[config.mk]
export PLATFORM = sky130hd
export DESIGN_NAME = hosa_index_list
export DESIGN_NICKNAME = d
export VERILOG_FILES = /design/src/hw/rtl/hosa_pkg.sv /design/src/hw/rtl/hosa_index_list.sv
export VERILOG_INCLUDE_DIRS = /design/src /design/src/hw/rtl
export SDC_FILE = /design/constraint.sdc
export NUM_CORES = 1
export LEC_CHECK = 0
export CAP_MARGIN = 20
export CORE_ASPECT_RATIO = 1.25
export CORE_MARGIN = 3
export CORE_UTILIZATION = 58
export DETAILED_ROUTE_END_ITERATION = 8
export DONT_BUFFER_PORTS = 1
export GPL_ROUTABILITY_DRIVEN = 0
export HOLD_SLACK_MARGIN = 0.08
export PLACE_DENSITY = 0.81
export SLEW_MARGIN = 10
export SYNTH_ARGS = -nofsm -noshare
export SYNTH_HDL_FRONTEND = slang
export SYNTH_SLANG_ARGS = --single-unit
[constraint.sdc]
create_clock -name clk -period 2.8 [get_ports clk]
set_input_delay 0.28 -clock clk [delete_from_list [all_inputs] [get_ports clk]]
set_output_delay 0.28 -clock clk [all_outputs]
set_load 0.005 [all_outputs]
[src/hw/rtl/hessian_outer_scatter_accumulate_unit_assert.svh]
// Assertion macros shared by the scatter-accumulate RTL.
// Expects signals clk and arst_n in the scope of each use.
`ifndef HESSIAN_OUTER_SCATTER_ACCUMULATE_UNIT_ASSERT_SVH
`define HESSIAN_OUTER_SCATTER_ACCUMULATE_UNIT_ASSERT_SVH
`ifndef ASSERT_OFF
// same-cycle implication
`define HOSA_ASSERT_IMP(label, ante, cons, msg) \
	label: assert property (@(posedge clk) disable iff (!arst_n) (ante) |-> (cons)) \
		else $error(msg);
// next-cycle implication
`define HOSA_ASSERT_NXT(label, ante, cons, msg) \
	label: assert property (@(posedge clk) disable iff (!arst_n) (ante) |=> (cons)) \
		else $error(msg);
`else
`define HOSA_ASSERT_IMP(label, ante, cons, msg)
`define HOSA_ASSERT_NXT(label, ante, cons, msg)
`endif
`endif

[src/hw/rtl/hosa_pkg.sv]
// Shared types, codes and constants of the Hessian scatter-accumulate unit.
// No dependencies; used by every module of the block.
package hosa_pkg;

	// default sizes
	localparam int MAX_PARAMS_DEF = 256;
	localparam int MAX_LOCAL_DEF  = 32;
	localparam int ACC_WIDTH_DEF  = 48;

	// fixed field widths
	localparam int IDX_W    = 8;
	localparam int STRIDE_W = 9;
	localparam int VAL_W    = 32;
	localparam int RD_W     = 48;
	localparam int PROD_W   = IDX_W + STRIDE_W + 1;

	localparam logic [STRIDE_W-1:0] STRIDE_RST = 9'd256;

	typedef enum logic [1:0] {
		CMD_START = 2'd0,
		CMD_PUSH  = 2'd1,
		CMD_ACC   = 2'd2,
		CMD_READ  = 2'd3
	} cmd_e;

	typedef enum logic [1:0] {
		STS_OK      = 2'd0,
		STS_RANGE   = 2'd1,
		STS_FULL    = 2'd2,
		STS_SURPLUS = 2'd3
	} status_e;

	typedef enum logic [2:0] {
		S_CLEAR,
		S_IDLE,
		S_IDX,
		S_MRD,
		S_WB,
		S_RESP
	} state_e;

	typedef struct packed {
		cmd_e                     cmd;
		logic [IDX_W-1:0]         param_index;
		logic [IDX_W-1:0]         column_index;
		logic signed [VAL_W-1:0]  value;
	} in_item_t;

	typedef struct packed {
		status_e                  status;
		logic signed [RD_W-1:0]   read_data;
	} out_item_t;

	// index list controls and flags
	typedef struct packed {
		logic start;
		logic push;
		logic advance;
	} lst_ctl_t;

	typedef struct packed {
		logic full;
		logic no_pair;
	} lst_sts_t;

	// matrix store controls
	typedef struct packed {
		logic rd;
		logic wr;
	} mat_ctl_t;

	// index at or above the stride
	function automatic logic idx_bad(input logic [IDX_W-1:0] idx,
			input logic [STRIDE_W-1:0] stride);
		return STRIDE_W'(idx) >= stride;
	endfunction

endpackage

[src/hw/rtl/hosa_index_list.sv]
// Local index list of one event plus the row-major pair walker.
// Depends on hosa_pkg; list entries sit in a small two-read-port memory.
`include "hessian_outer_scatter_accumulate_unit_assert.svh"
module hosa_index_list #(
	parameter int MAX_LOCAL = hosa_pkg::MAX_LOCAL_DEF
) (
	input  logic                        clk,
	input  logic                        arst_n,
	input  hosa_pkg::lst_ctl_t          ctl,
	input  logic [hosa_pkg::IDX_W-1:0]  push_index,
	output hosa_pkg::lst_sts_t          sts,
	output logic [hosa_pkg::IDX_W-1:0]  row_index,
	output logic [hosa_pkg::IDX_W-1:0]  col_index
);
	import hosa_pkg::*;

	localparam int CNT_W = $clog2(MAX_LOCAL + 1);
	localparam int LI_AW = (MAX_LOCAL > 1) ? $clog2(MAX_LOCAL) : 1;

	logic [IDX_W-1:0] idx_mem [MAX_LOCAL];
	logic [CNT_W-1:0] count_q;
	logic [CNT_W-1:0] row_q;
	logic [CNT_W-1:0] col_q;
	logic [CNT_W-1:0] col_inc;
	logic [IDX_W-1:0] row_rd_q;
	logic [IDX_W-1:0] col_rd_q;

	assign col_inc = col_q + CNT_W'(1);

	// flags for the sequencer
	assign sts.full    = count_q >= CNT_W'(MAX_LOCAL);
	assign sts.no_pair = row_q >= count_q;

	// counters: start clears, push grows the list, advance walks the pairs
	always_ff @(posedge clk or negedge arst_n) begin
		if (!arst_n) begin
			count_q <= '0;
			row_q   <= '0;
			col_q   <= '0;
		end else if (ctl.start) begin
			count_q <= '0;
			row_q   <= '0;
			col_q   <= '0;
		end else if (ctl.push) begin
			count_q <= count_q + CNT_W'(1);
		end else if (ctl.advance) begin
			if (col_inc >= count_q) begin
				col_q <= '0;
				row_q <= row_q + CNT_W'(1);
			end else begin
				col_q <= col_inc;
			end
		end
	end

	// list memory: one write, two registered reads of the current pair
	always_ff @(posedge clk) begin
		if (ctl.push) begin
			idx_mem[count_q[LI_AW-1:0]] <= push_index;
		end
		if (ctl.advance) begin
			row_rd_q <= idx_mem[row_q[LI_AW-1:0]];
			col_rd_q <= idx_mem[col_q[LI_AW-1:0]];
		end
	end

	assign row_index = row_rd_q;
	assign col_index = col_rd_q;

	`HOSA_ASSERT_NXT(a_push_count, ctl.push, count_q == $past(count_q) + CNT_W'(1), "push lost")
	`HOSA_ASSERT_IMP(a_row_le_count, 1'b1, row_q <= count_q, "pair row beyond list")

endmodule

# Word level (Yosys, flattened, before mapping)
# Memory sizes are Yosys's and may differ from the RTL's. A register that Yosys moved wholly into a read port is not among the register bits.
# Index checks and enable logic that the tools add are counted.
# totals
register_bits	18
ramBits	256
input_bits	13
output_inout_bits	18
elab_cells	28
memories	1
# classes
add_sub_neg	3
n_lt_le_gt_ge	3
eq_ne	1
n_mux	12
reduce_logical	5
# memory_table
name	words	width	read_ports	rd_ports_with_merged_regs	write_ports	line	text
idx_mem	32	8	2	2	1	hosa_index_list.sv:20	logic [IDX_W-1:0] idx_mem [MAX_LOCAL];
# ops
cell	n
$mux 6	10
$add 6x1->6 const B	3
$ge 6x6->1	2
$ge 6x6->1 const B	1
$reduce_bool 2->1	3
$reduce_and 3->1	1
$mux 1	2
$ne 2x1->1 const B	1
$reduce_and 2->1	1

# Logic depth before layout (Yosys ltp)
# Gate-level depths: netlist of the first run.
# depth
word_depth	6
depth_mapped	12
depth_no_buf	9

# Worst setup path after synthesis of the first run
# OpenSTA, ideal clock, no wires.
# synth_path
path_kind	reg-to-reg
from	register col_q[0]
to	register row_q[5]
setup_time_ns	0.125
arrival_ns	2.497
slack_ns	0.179
path_stages_with_launch	12
path_buffers	3
synth_period_minus_slack_ns	2.621
cell_sequence	dfrtp_1 > clkbuf_2 > buf_4 > buf_4 > nand3_1 > xnor2_1 > ha_1 > o211ai_1 > o211ai_1 > nand2_1 > nor4_1 > mux2_2
# synth_via
elab_chain_len	4
# synth_lines
element	line	text
from (decl)	hosa_index_list.sv:23	logic [CNT_W-1:0] col_q;
from (signal assigned)	hosa_index_list.sv:51	col_q <= col_inc;
$add 6x1->6	hosa_index_list.sv:28	assign col_inc = col_q + CNT_W'(1);
$ge 6x6->1	hosa_index_list.sv:47	if (col_inc >= count_q) begin
$reduce_bool 2->1 (no source line)	n/a	
$reduce_and 3->1 (no source line)	n/a	
to (signal assigned)	hosa_index_list.sv:49	row_q <= row_q + CNT_W'(1);
to (decl)	hosa_index_list.sv:22	logic [CNT_W-1:0] row_q;
# No other way between the ends.
# A chain may end at the register's enable or synchronous reset.

==> results of run 1 <==
-- per-stage QoR --
stage          hold slack, ns  worst slack (ns)  std cells
3_3_place_gp         -0.01478            0.2636       1042
6_report              0.09601            0.1196       1115
5_1_grt                0.1376           0.02064       1115
4_1_cts               0.08054            0.1243       1112
3_5_place_dp         -0.01492            0.2217       1042
2_1_floorplan        -0.01559            0.1786        759
-- final cells by class --
cell class              count  area share (%)
clock inverters            17          0.9125
well taps                 283           2.326
clock buffers              32           4.842
repair buffers             77           4.916
flip-flops and latches    290           56.69
multi-input cells         407           30.09
inverters                   9          0.2219
-- per-layer routing --
| metal | vias to the layer above | global-route usage [%] | routed length, um |
|---|---|---|---|
| met5 | - | 0 | 0 |
| met3 | 115 | 4.811 | 3524 |
| met2 | 623 | 48.33 | 17990 |
| met1 | 4093 | 36.10 | 11810 |
| met4 | 0 | 11.09 | 1725 |
| li1 | 3298 | - | - |
-- worst max-delay path: stages (launching register included) --
cell	delay, ns
dfrtp_2	0.54
buf_4	0.34
ha_1	0.29
a21o_1	0.17
a21o_1	0.18
a21oi_1	0.18
o21ai_0	0.15
-- sequential cells by signal (all words and copies together), names as in the netlist --
signal / cells
row_q: 6
count_q: 6
row_index: 8
col_q: 6
col_index: 8
idx_mem: 256
-- worst paths after layout --
| check | start | end | slack, ns | depth (start not counted) |
|---|---|---|---|---|
| worst max-delay path | row_q[1] | sts[0] | 0.12 | 6 |
| worst min register to register | col_q[5] | col_q[5] | 0.50 | 2 |
| min in group asynchronous | arst_n | row_q[5] | 0.30 | 1 |
| worst max register to register | row_q[0] | row_index[0] | 0.17 | 6 |
| worst min-delay path | ctl[0] | col_q[5] | 0.1 | 3 |
| max in group asynchronous | arst_n | row_q[0] | 1.86 | 1 |
-- synthesized netlist by cell type (all sizes together) --
cell type / count / area (sq um)
ha: 18 / 225.2
nor3b: 1 / 7.510
a21oi: 18 / 90.09
o21ai: 9 / 45.04
a211oi: 11 / 82.58
xnor2: 6 / 52.55
o221ai: 9 / 78.83
clkbuf: 22 / 83.83
a22o: 5 / 43.79
nand2: 25 / 93.84
nor2b: 6 / 37.54
o22ai: 38 / 237.7
inv: 9 / 33.78
nor3: 10 / 50.05
a21o: 3 / 22.52
mux2i: 35 / 350.3
dfrtp: 18 / 450.4
nand3: 15 / 75.07
buf: 31 / 230.2
and2: 1 / 6.260
or2: 1 / 6.260
nand4: 2 / 12.51
mux4: 114 / 2609
xor2: 2 / 17.52
nand2b: 3 / 18.77
o2bb2ai: 1 / 8.760
or4: 1 / 7.510
edfxtp: 272 / 8168
or3: 5 / 31.28
nand3b: 4 / 30.03
o211ai: 2 / 15.01
or3b: 1 / 8.760
mux2: 4 / 45.04
a22oi: 8 / 60.06
nor2: 38 / 142.6
nor4: 11 / 68.82
-- kinds of logic (layout without fill, tap and decap cells) --
kind of cell | count (synthesis) | in the layout
muxes | 153 | 153
adders and majority gates | 18 | 18
and+or+nand+nor | 124 | 124
AOI/OAI and AO/OA | 104 | 104
xor gates and xnor gates | 8 | 8
buffers and inverters | 62 | 135
DFF | 290 | 290
-- power by group through the flow --
stage	combinational (uW)	clock (uW)	sequential [uW]
after global routing	2800	3830	5000
after CTS	2640	3640	4990
after floorplan	2020	0	5000
final	2660	3640	5000
after global placement	2280	0	5190
after detailed placement	2330	0	5190
-- placed cells by master, fill, tap and decap left out, types with 3 or more instances in the layout --
cell type	instances
nand3b_1	4
o221ai_1	9
nand2_1	25
a22o_1	5
edfxtp_1	272
inv_1	9
buf_12	9
mux2_2	4
mux2i_1	35
clkinv_1	8
nor2b_1	6
a21o_1	3
o22ai_1	38
or3_1	5
a21oi_1	18
nor4_1	11
dlygate4sd3_1	12
clkbuf_1	3
mux4_1	11
nor3_1	10
clkbuf_16	29
ha_1	18
xnor2_1	6
dfrtp_1	14
o21ai_0	9
nand3_1	15
a22oi_1	8
nor2_1	38
clkinv_2	3
buf_4	54
nand2b_1	3
mux4_2	103
a211oi_1	11
clkinvlp_4	3
-- timing repair --
item	in CTS	in global routing
setup buffers	2	0
hold buffers	19	0
endpoints found under the hold margin	306	0
endpoints found under the setup margin	1	0
==> summary.txt, run 1 <==
Layout
  – Fillers: 1389
  – Multi-input gate area: around 4600 sq um
  – Utilization after layout: 67.37%
  – Fin area: roughly 15000 sq um
  – Register area: 8628 sq um
  – Area delta synth->final: 12.36%
  – ANT cells: 0
  – Nets: ~840
  – Share of layout cells above drive strength 1: 25.96%

Synthesis
  – Synthesized netlist cell count: 759
  – Sequential share of the synthesized area: 63.62%
  – Adder-cell share of the synthesized area: between 1.5 and 2%
  – Largest family of logic cells by synthesized area: multiplexers
  – Mux cell area share after synthesis: 22.18%
  – Synth Area in Simple Gates: ~4.4%
  – Cell area after synthesis: approximately 14000 sq um
  – Yosys reg bits: 290
  – Post-synthesis xor/xnor area fraction: less than 1%
  – Syn nets: 790
  – Post-synth cell types: 42
  – Mapped Avg Cell Area: approximately 18 sq um
  – Post-synthesis compound-gate area fraction: just over 5%
  – Ys Warns: 0

Route
  – DR vias: 8129
  – DRT Pass-1 Iters: 5
  – Antenna-violating nets left: 0
  – Initial DRC Count: 980
  – WL final: ~35000 um
  – Drt via density: approximately 7.3
  – Remaining DRCs: 0
  – DR WL/cell: approximately 31 um

Global route
  – Global-route wire length before repair: ~53000 um
  – Largest net degree at the start of global routing: 44
  – Total GRT Usage: 28.20%
  – Total global routing overflow: 0
  – Vias in the first global route: 8268
  – Initial antenna violation count: 0

Setup path
  – Critical path required time: 2.52 ns
  – CP max FO: 17
  – CP Class: reg -> out
  – Setup crit end kind: output port
  – Startpoint class of the critical path: flip-flop
  – Critical path arrival: about 2.4 ns

Power and ir drop
  – Leakage: slightly below 0.005 uW
  – Clock network fraction of design power: around a third
  – VDD IR max: 0.0004274 V
  – Sw Share: a little over a quarter
  – Comb pwr share: a little under a quarter
  – Pwr dens: 742.2 nW/um^2
  – Int Pwr: approximately 8300 uW
  – Sw Pwr: just over 3000 uW
  – Sequential share of power: 44.2%
  – Tot Pwr: about 11000 uW

Clocking
  – Clock Pin Slew Worst Setup and Hold Paths: roughly 0.060 ns
  – Post-cts resize count: 0
  – CTS tree: yes
  – CTS Buf Count: 28
  – CTS root buf: clkbuf_16
  – Worst-skew pair later-pin latency: 0.54 ns
  – H-tree depth: 1
  – TritonCTS Sinks: just under 300
  – CTS Buffer Depth: 3

Timing
  – Final hold vios: 0
  – Clock skew: between 0.01 and 0.015 ns
  – Fmax: 0.3731 GHz
  – Unrepaired setup endpoints after global routing: false
  – Minimum clock period: around 2.7 ns
  – Worst Max-Slew Pin Slew: between 1 and 1.5 ns
  – Rel. slew slack: 24.34%
  – # setup viols final: 0
  – Slew Limit Fails: 0
  – Setup TNS: 0 ns
  – Final Cycle Share: 95.73%

Placed design
  – PortBufs: 0
  – Placed cell areas: between 10000 and 15000 sq um
  – Post-DP HPWL: about 23000 um

Floorplan
  – Die Span Y: 176.9 um
  – Site Rows: 61
  – I/O pin count: 31
  – Initial Utilization: 59.96%
  – Die ar.: around 25000 sq um
  – Die X: approximately 140 um
  – Core footprint: 22590 sq um

Min path
  – Worst Hold Class: in -> reg

Flow run
  – Max-Cap Viols: 0

Outcome
  – Status: completed
No activity file was read; power rests on OpenSTA's default activity.
==> run 2, diff against run 1 <==
--- a/config.mk
+++ b/config.mk
@@ -9,12 +9,13 @@
 export CAP_MARGIN = 20
 export CORE_ASPECT_RATIO = 1.25
 export CORE_MARGIN = 3
-export CORE_UTILIZATION = 58
+export CORE_UTILIZATION = 60
+export CTS_BUF_LIST = sky130_fd_sc_hd__clkbuf_2 sky130_fd_sc_hd__clkbuf_4 sky130_fd_sc_hd__clkbuf_8
 export DETAILED_ROUTE_END_ITERATION = 8
 export DONT_BUFFER_PORTS = 1
 export GPL_ROUTABILITY_DRIVEN = 0
 export HOLD_SLACK_MARGIN = 0.08
-export PLACE_DENSITY = 0.81
+export PLACE_DENSITY = 0.84
 export SLEW_MARGIN = 10
 export SYNTH_ARGS = -nofsm -noshare
 export SYNTH_HDL_FRONTEND = slang
==> summary.txt, run 2 (synthesis results as in run 1) <==
Route
  – DR vias: roughly 8300
  – Remaining DRCs: 0
  – WL final: between 30000 and 40000 um
  – DR WL/cell: ~31 um
  – DRT Pass-1 Iters: 7
  – Antenna-violating nets left: 0
  – Initial DRC Count: approximately 1100
  – Drt via density: around 7.3

Min path
  – Hold endpoint: count_q[3]
  – Worst Hold Class: in -> reg
  – Start point of the worst hold path: ctl[1]
  – Hold depth: 3

Clocking
  – Clock Pin Slew Worst Setup and Hold Paths: 0.07 ns
  – CTS tree: yes
  – CTS root buf: clkbuf_8
  – Worst-skew pair later-pin latency: ~0.55 ns
  – CTS Buf Count: 42
  – TritonCTS Sinks: a little under 300
  – CTS Buffer Depth: 3
  – H-tree depth: 2

Outcome
  – Status: completed

Layout
  – Nets: approximately 860
  – Commonest non-fill, non-tap cell in the layout: edfxtp_1
  – Max reg flops: roughly 260
  – Most frequent cells in the layout: edfxtp_1 (272), mux4_2 (103), buf_4 (51)
  – Area delta synth->final: 11.86%
  – Share of layout cells above drive strength 1: about 29%
  – Fillers: approximately 1300

Setup path
  – Most used cell, CP: a21o_1
  – CP Class: reg -> out
  – CP max stage delay: ~0.6 ns
  – RR Endpoint: row_q[5]
  – RR Startpoint: col_q[4]
  – Setup crit end kind: output port
  – CP max-delay cell: dfrtp_2
  – Crit path from: row_q[1]
  – Critical path arrival: about 2.4 ns
  – Reg-to-reg setup timing slack: 0.28 ns
  – Critical path required time: about 2.5 ns
  – Startpoint class of the critical path: flip-flop
  – Worst-path cell chain: buf_4 -> ha_1 -> a21o_1 -> a21o_1 -> a21oi_1 -> o21ai_0
  – CP max FO: 13
  – Worst Reg-to-Reg Cells: 9

Timing
  – Clock skew: roughly 0.036 ns
  – Fmax: 0.3790 GHz
  – Rel. slew slack: between 20 and 25%
  – Unrepaired setup endpoints after global routing: false
  – Setup TNS: 0 ns
  – Minimum clock period: approximately 2.6 ns
  – Final hold vios: 0
  – Slew Limit Fails: 0
  – Worst Max-Slew Pin Slew: about 1.2 ns
  – # setup viols final: 0
  – Final Cycle Share: a little over nine tenths

Placed design
  – Post-DP HPWL: roughly 23000 um
  – PortBufs: 0

Power and ir drop
  – Pwr dens: 729.0 nW/um^2
  – Tot Pwr: ~11000 uW
  – Leakage: 0.004934 uW
  – VDD IR max: approximately 0.00037 V

Floorplan
  – Site Rows: 60
  – Die X: approximately 140 um
  – Die Span Y: 174.0 um
  – Die ar.: between 20000 and 25000 sq um
  – Initial Utilization: just over 60%
  – Core footprint: around 22000 sq um
  – I/O pin count: 31

Global route
  – Total global routing overflow: 0
  – Vias in the first global route: 8472
  – Largest net degree at the start of global routing: just over 60
  – Initial antenna violation count: 1
  – Total GRT Usage: a little under 30%
  – Global-route wire length before repair: 53450 um

Flow run
  – Max-Cap Viols: 0
-- run 2: cell types whose count changed in the layout (fill, tap and decap cells not counted), moves of 3 or more --
cell and delta:
clkinvlp_4 -3, clkbuf_1 -3, clkinv_2 +3, buf_4 -3, clkbuf_4 +16, clkbuf_16 -29, clkbuf_8 +42
-- run 2: how the worst max path moves through the flow --
stage                              end  slack (ns)  cells past startpoint
after detailed placement  row_index[7]        0.25                      4
after global placement    row_index[0]        0.25                      4
after global routing            sts[0]        0.06                      6
after CTS                       sts[0]        0.14                      6
after floorplan               row_q[5]        0.18                     11
final                           sts[0]        0.16                      6
-- run 2: worst max-delay path, delay by kind of cell, from the launching register on --
family / cells / cell delay (ns)
buffers and inverters: 1 / 0.30
DFF: 1 / 0.60
adders and majority gates: 1 / 0.26
AOI/OAI and AO/OA: 4 / 0.63
-- run 2: final cells by class --
class,count,area (sq um),share of cell area [%]
antenna,1,2.502,0.01651
inverter,9,33.78,0.2229
clock inverter,16,125.1,0.8257
clock buffer,58,698.2,4.607
multi-input combinational,407,4586,30.26
sequential,290,8628,56.94
tap,279,349.1,2.304
timing repair buffer,74,730.7,4.822
-- run 2: power breakdown --
part	total [uW]	internal [uW]	switching (uW)
clock network	3350	1800	1550
logic	2690	1310	1380
registers	5000	4880	120
total	11000	7990	3050
-- run 2: timing repair --
item | 4_1_cts | 5_1_grt
setup buffers | 2 | 0
hold endpoints to repair | 306 | 0
hold buffers | 19 | 0
gates resized for setup | 0 | 0
endpoints found under the setup margin | 1 | 0
-- run 2: routing by layer --
metal	wire length [um]	share of wire, %	GRT usage (%)
met1	11280	32	36.44
met2	18000	51	48.78
met3	4133	12	7.045
met4	2218	6.2	14.78
met5	0	0	0
-- run 2: metrics by stage --
step | instance area, sq um | utilization, % | hold slack, ns | instances | setup slack [ns]
finish | 15150 | 69.36 | 0.1358 | 1134 | 0.1615
global route | 15150 | 69.36 | 0.1374 | 1134 | 0.06169
CTS | 15140 | 69.30 | 0.1032 | 1132 | 0.1428
detailed placement | 14020 | 64.18 | -0.01489 | 1037 | 0.2546
global placement | 14020 | 64.18 | -0.01492 | 1037 | 0.2507
floorplan | 13550 | - | -0.01559 | 759 | 0.1786
==> run 3, diff against run 2 <==
--- a/config.mk
+++ b/config.mk
@@ -6,16 +6,17 @@
 export SDC_FILE = /design/constraint.sdc
 export NUM_CORES = 1
 export LEC_CHECK = 0
-export CAP_MARGIN = 20
+export CAP_MARGIN = 25
 export CORE_ASPECT_RATIO = 1.25
 export CORE_MARGIN = 3
-export CORE_UTILIZATION = 60
+export CORE_UTILIZATION = 40
 export CTS_BUF_LIST = sky130_fd_sc_hd__clkbuf_2 sky130_fd_sc_hd__clkbuf_4 sky130_fd_sc_hd__clkbuf_8
 export DETAILED_ROUTE_END_ITERATION = 8
 export DONT_BUFFER_PORTS = 1
 export GPL_ROUTABILITY_DRIVEN = 0
+export GPL_TIMING_DRIVEN = 0
 export HOLD_SLACK_MARGIN = 0.08
-export PLACE_DENSITY = 0.84
+export PLACE_DENSITY = 0.61
 export SLEW_MARGIN = 10
 export SYNTH_ARGS = -nofsm -noshare
 export SYNTH_HDL_FRONTEND = slang
==> summary.txt, run 3 (synthesis results as in run 1) <==
Floorplan
  – Core footprint: approximately 33000 sq um
  – I/O pin count: 31
  – Die Span Y: around 210 um
  – Site Rows: 74
  – Initial Utilization: between 40 and 50%
  – Die ar.: approximately 36000 sq um
  – Die X: about 170 um

Layout
  – Fillers: 2756
  – Most frequent cells in the layout: edfxtp_1 (272), mux4_2 (103), clkbuf_8 (47)
  – Commonest non-fill, non-tap cell in the layout: edfxtp_1
  – Nets: about 900
  – ANT cells: 0
  – Area delta synth->final: 14.52%
  – Max reg flops: ~260
  – Share of layout cells above drive strength 1: 29.27%

Clocking
  – CTS tree: yes
  – CTS Buf Count: 45
  – Worst-skew pair later-pin latency: 0.58 ns
  – CTS root buf: clkbuf_8
  – CTS Buffer Depth: 3
  – Clock Pin Slew Worst Setup and Hold Paths: roughly 0.06 ns
  – TritonCTS Sinks: 290
  – H-tree depth: 2

Route
  – DR WL/cell: 30.07 um
  – Antenna-violating nets left: 0
  – Initial DRC Count: between 1000 and 1500
  – DRT Pass-1 Iters: 5
  – Drt via density: a little over 6
  – DR vias: 8058
  – Remaining DRCs: 0
  – WL final: about 39000 um

Timing
  – Rel. slew slack: between 30% and 40%
  – Worst Max-Slew Pin Slew: just over 1 ns
  – Final worst setup slack: around 0.0077 ns
  – Clock skew: between 0.02 and 0.03 ns
  – Unrepaired setup endpoints after global routing: false
  – Fmax: roughly 0.36 GHz
  – Final hold vios: 0
  – # setup viols final: 0
  – Minimum clock period: around 2.8 ns
  – Slew Limit Fails: 0
  – Final Cycle Share: 99.73%

Min path
  – Worst Hold Class: in -> reg
  – Hold depth: 3

Power and ir drop
  – Tot Pwr: 11550 uW
  – Pwr dens: 744.3 nW/um^2
  – Leakage: about 0.0050 uW
  – VDD IR max: between 0.0002 and 0.0003 V

Placed design
  – Post-DP HPWL: ~27000 um
  – PortBufs: 0
  – Dpl ws: -0.4928 ns

Global route
  – Global-route wire length before repair: 55660 um
  – Total global routing overflow: 0
  – Initial antenna violation count: 0
  – Largest net degree at the start of global routing: 33
  – Total GRT Usage: a little over a fifth
  – Vias in the first global route: roughly 8200

Setup path
  – CP max FO: 10
  – CP Class: reg -> reg
  – Startpoint class of the critical path: flip-flop
  – Critical path required time: 3.10 ns
  – Critical path arrival: between 3 and 4 ns
  – Worst Reg-to-Reg Cells: 7
  – Setup crit end kind: flip-flop

Outcome
  – Status: completed

Flow run
  – Max-Cap Viols: 0
[run 3: timing repair]
item | 4_1_cts | 5_1_grt
hold buffers | 15 | 2
pin swaps | 1 | 5
hold endpoints to repair | 290 | 16
buffers inserted | 9 | 9
resized for setup | 22 | 16
endpoints found under the setup margin | 18 | 14
[run 3: critical path, stage by stage (launching register included)]
cell,delay (ns)
dfrtp_1,0.45
buf_2,0.26
buf_6,0.21
buf_2,0.30
buf_2,0.45
mux4_2,0.38
a22oi_1,0.27
a21oi_1,0.18
[run 3: layout make-up]
class                      instances  area [sq um]  area share [%]
clock inverter                    28         167.7           1.081
clock buffer                      54         699.4           4.508
inverter                           9         37.54          0.2420
timing repair buffer              39         420.4           2.710
tap                              418         523.0           3.371
sequential                       290          8618           55.55
multi-input combinational        407          4721           30.43
buffer                            51         326.6           2.105
[run 3: final timing paths]
| kind | slack [ns] | from | end |
|---|---|---|---|
| setup / recovery | 0.008 | row_q[1] | row_index[2] |
| hold / removal | 0.12 | ctl[0] | col_q[5] |
| setup reg to reg | 0.008 | row_q[1] | row_index[2] |
| hold reg to reg | 0.54 | col_q[5] | col_q[5] |
| max in group asynchronous | 2.00 | arst_n | count_q[0] |
| min in group asynchronous | 0.26 | arst_n | col_q[2] |
[run 3: metal layers]
metal | vias to the layer above | global-route usage (%) | share of wire, %
met2 | 419 | 35.58 | 49
met5 | - | 0 | 0
met4 | 0 | 11.67 | 6.1
met3 | 101 | 4.165 | 7.9
met1 | 4178 | 27.48 | 37
li1 | 3360 | - | -
[run 3: report_power, final]
group	total, uW	switching, uW	internal, uW
clock	3510	1680	1830
combinational	3100	1620	1480
sequential	4940	66.7	4870
[run 3: metrics by stage]
step	instance area, sq um	setup TNS, ns	hold slack [ns]	util (%)	cells
floorplan	13550	0	-0.01559	-	759
global placement	14070	-3.732	-0.01487	42.57	1177
detailed placement	14120	-3.803	-0.01456	42.71	1178
CTS	15360	-0.006765	-0.2268	46.46	1284
global route	15510	0	0.1322	46.93	1296
finish	15510	0	0.1182	46.93	1296
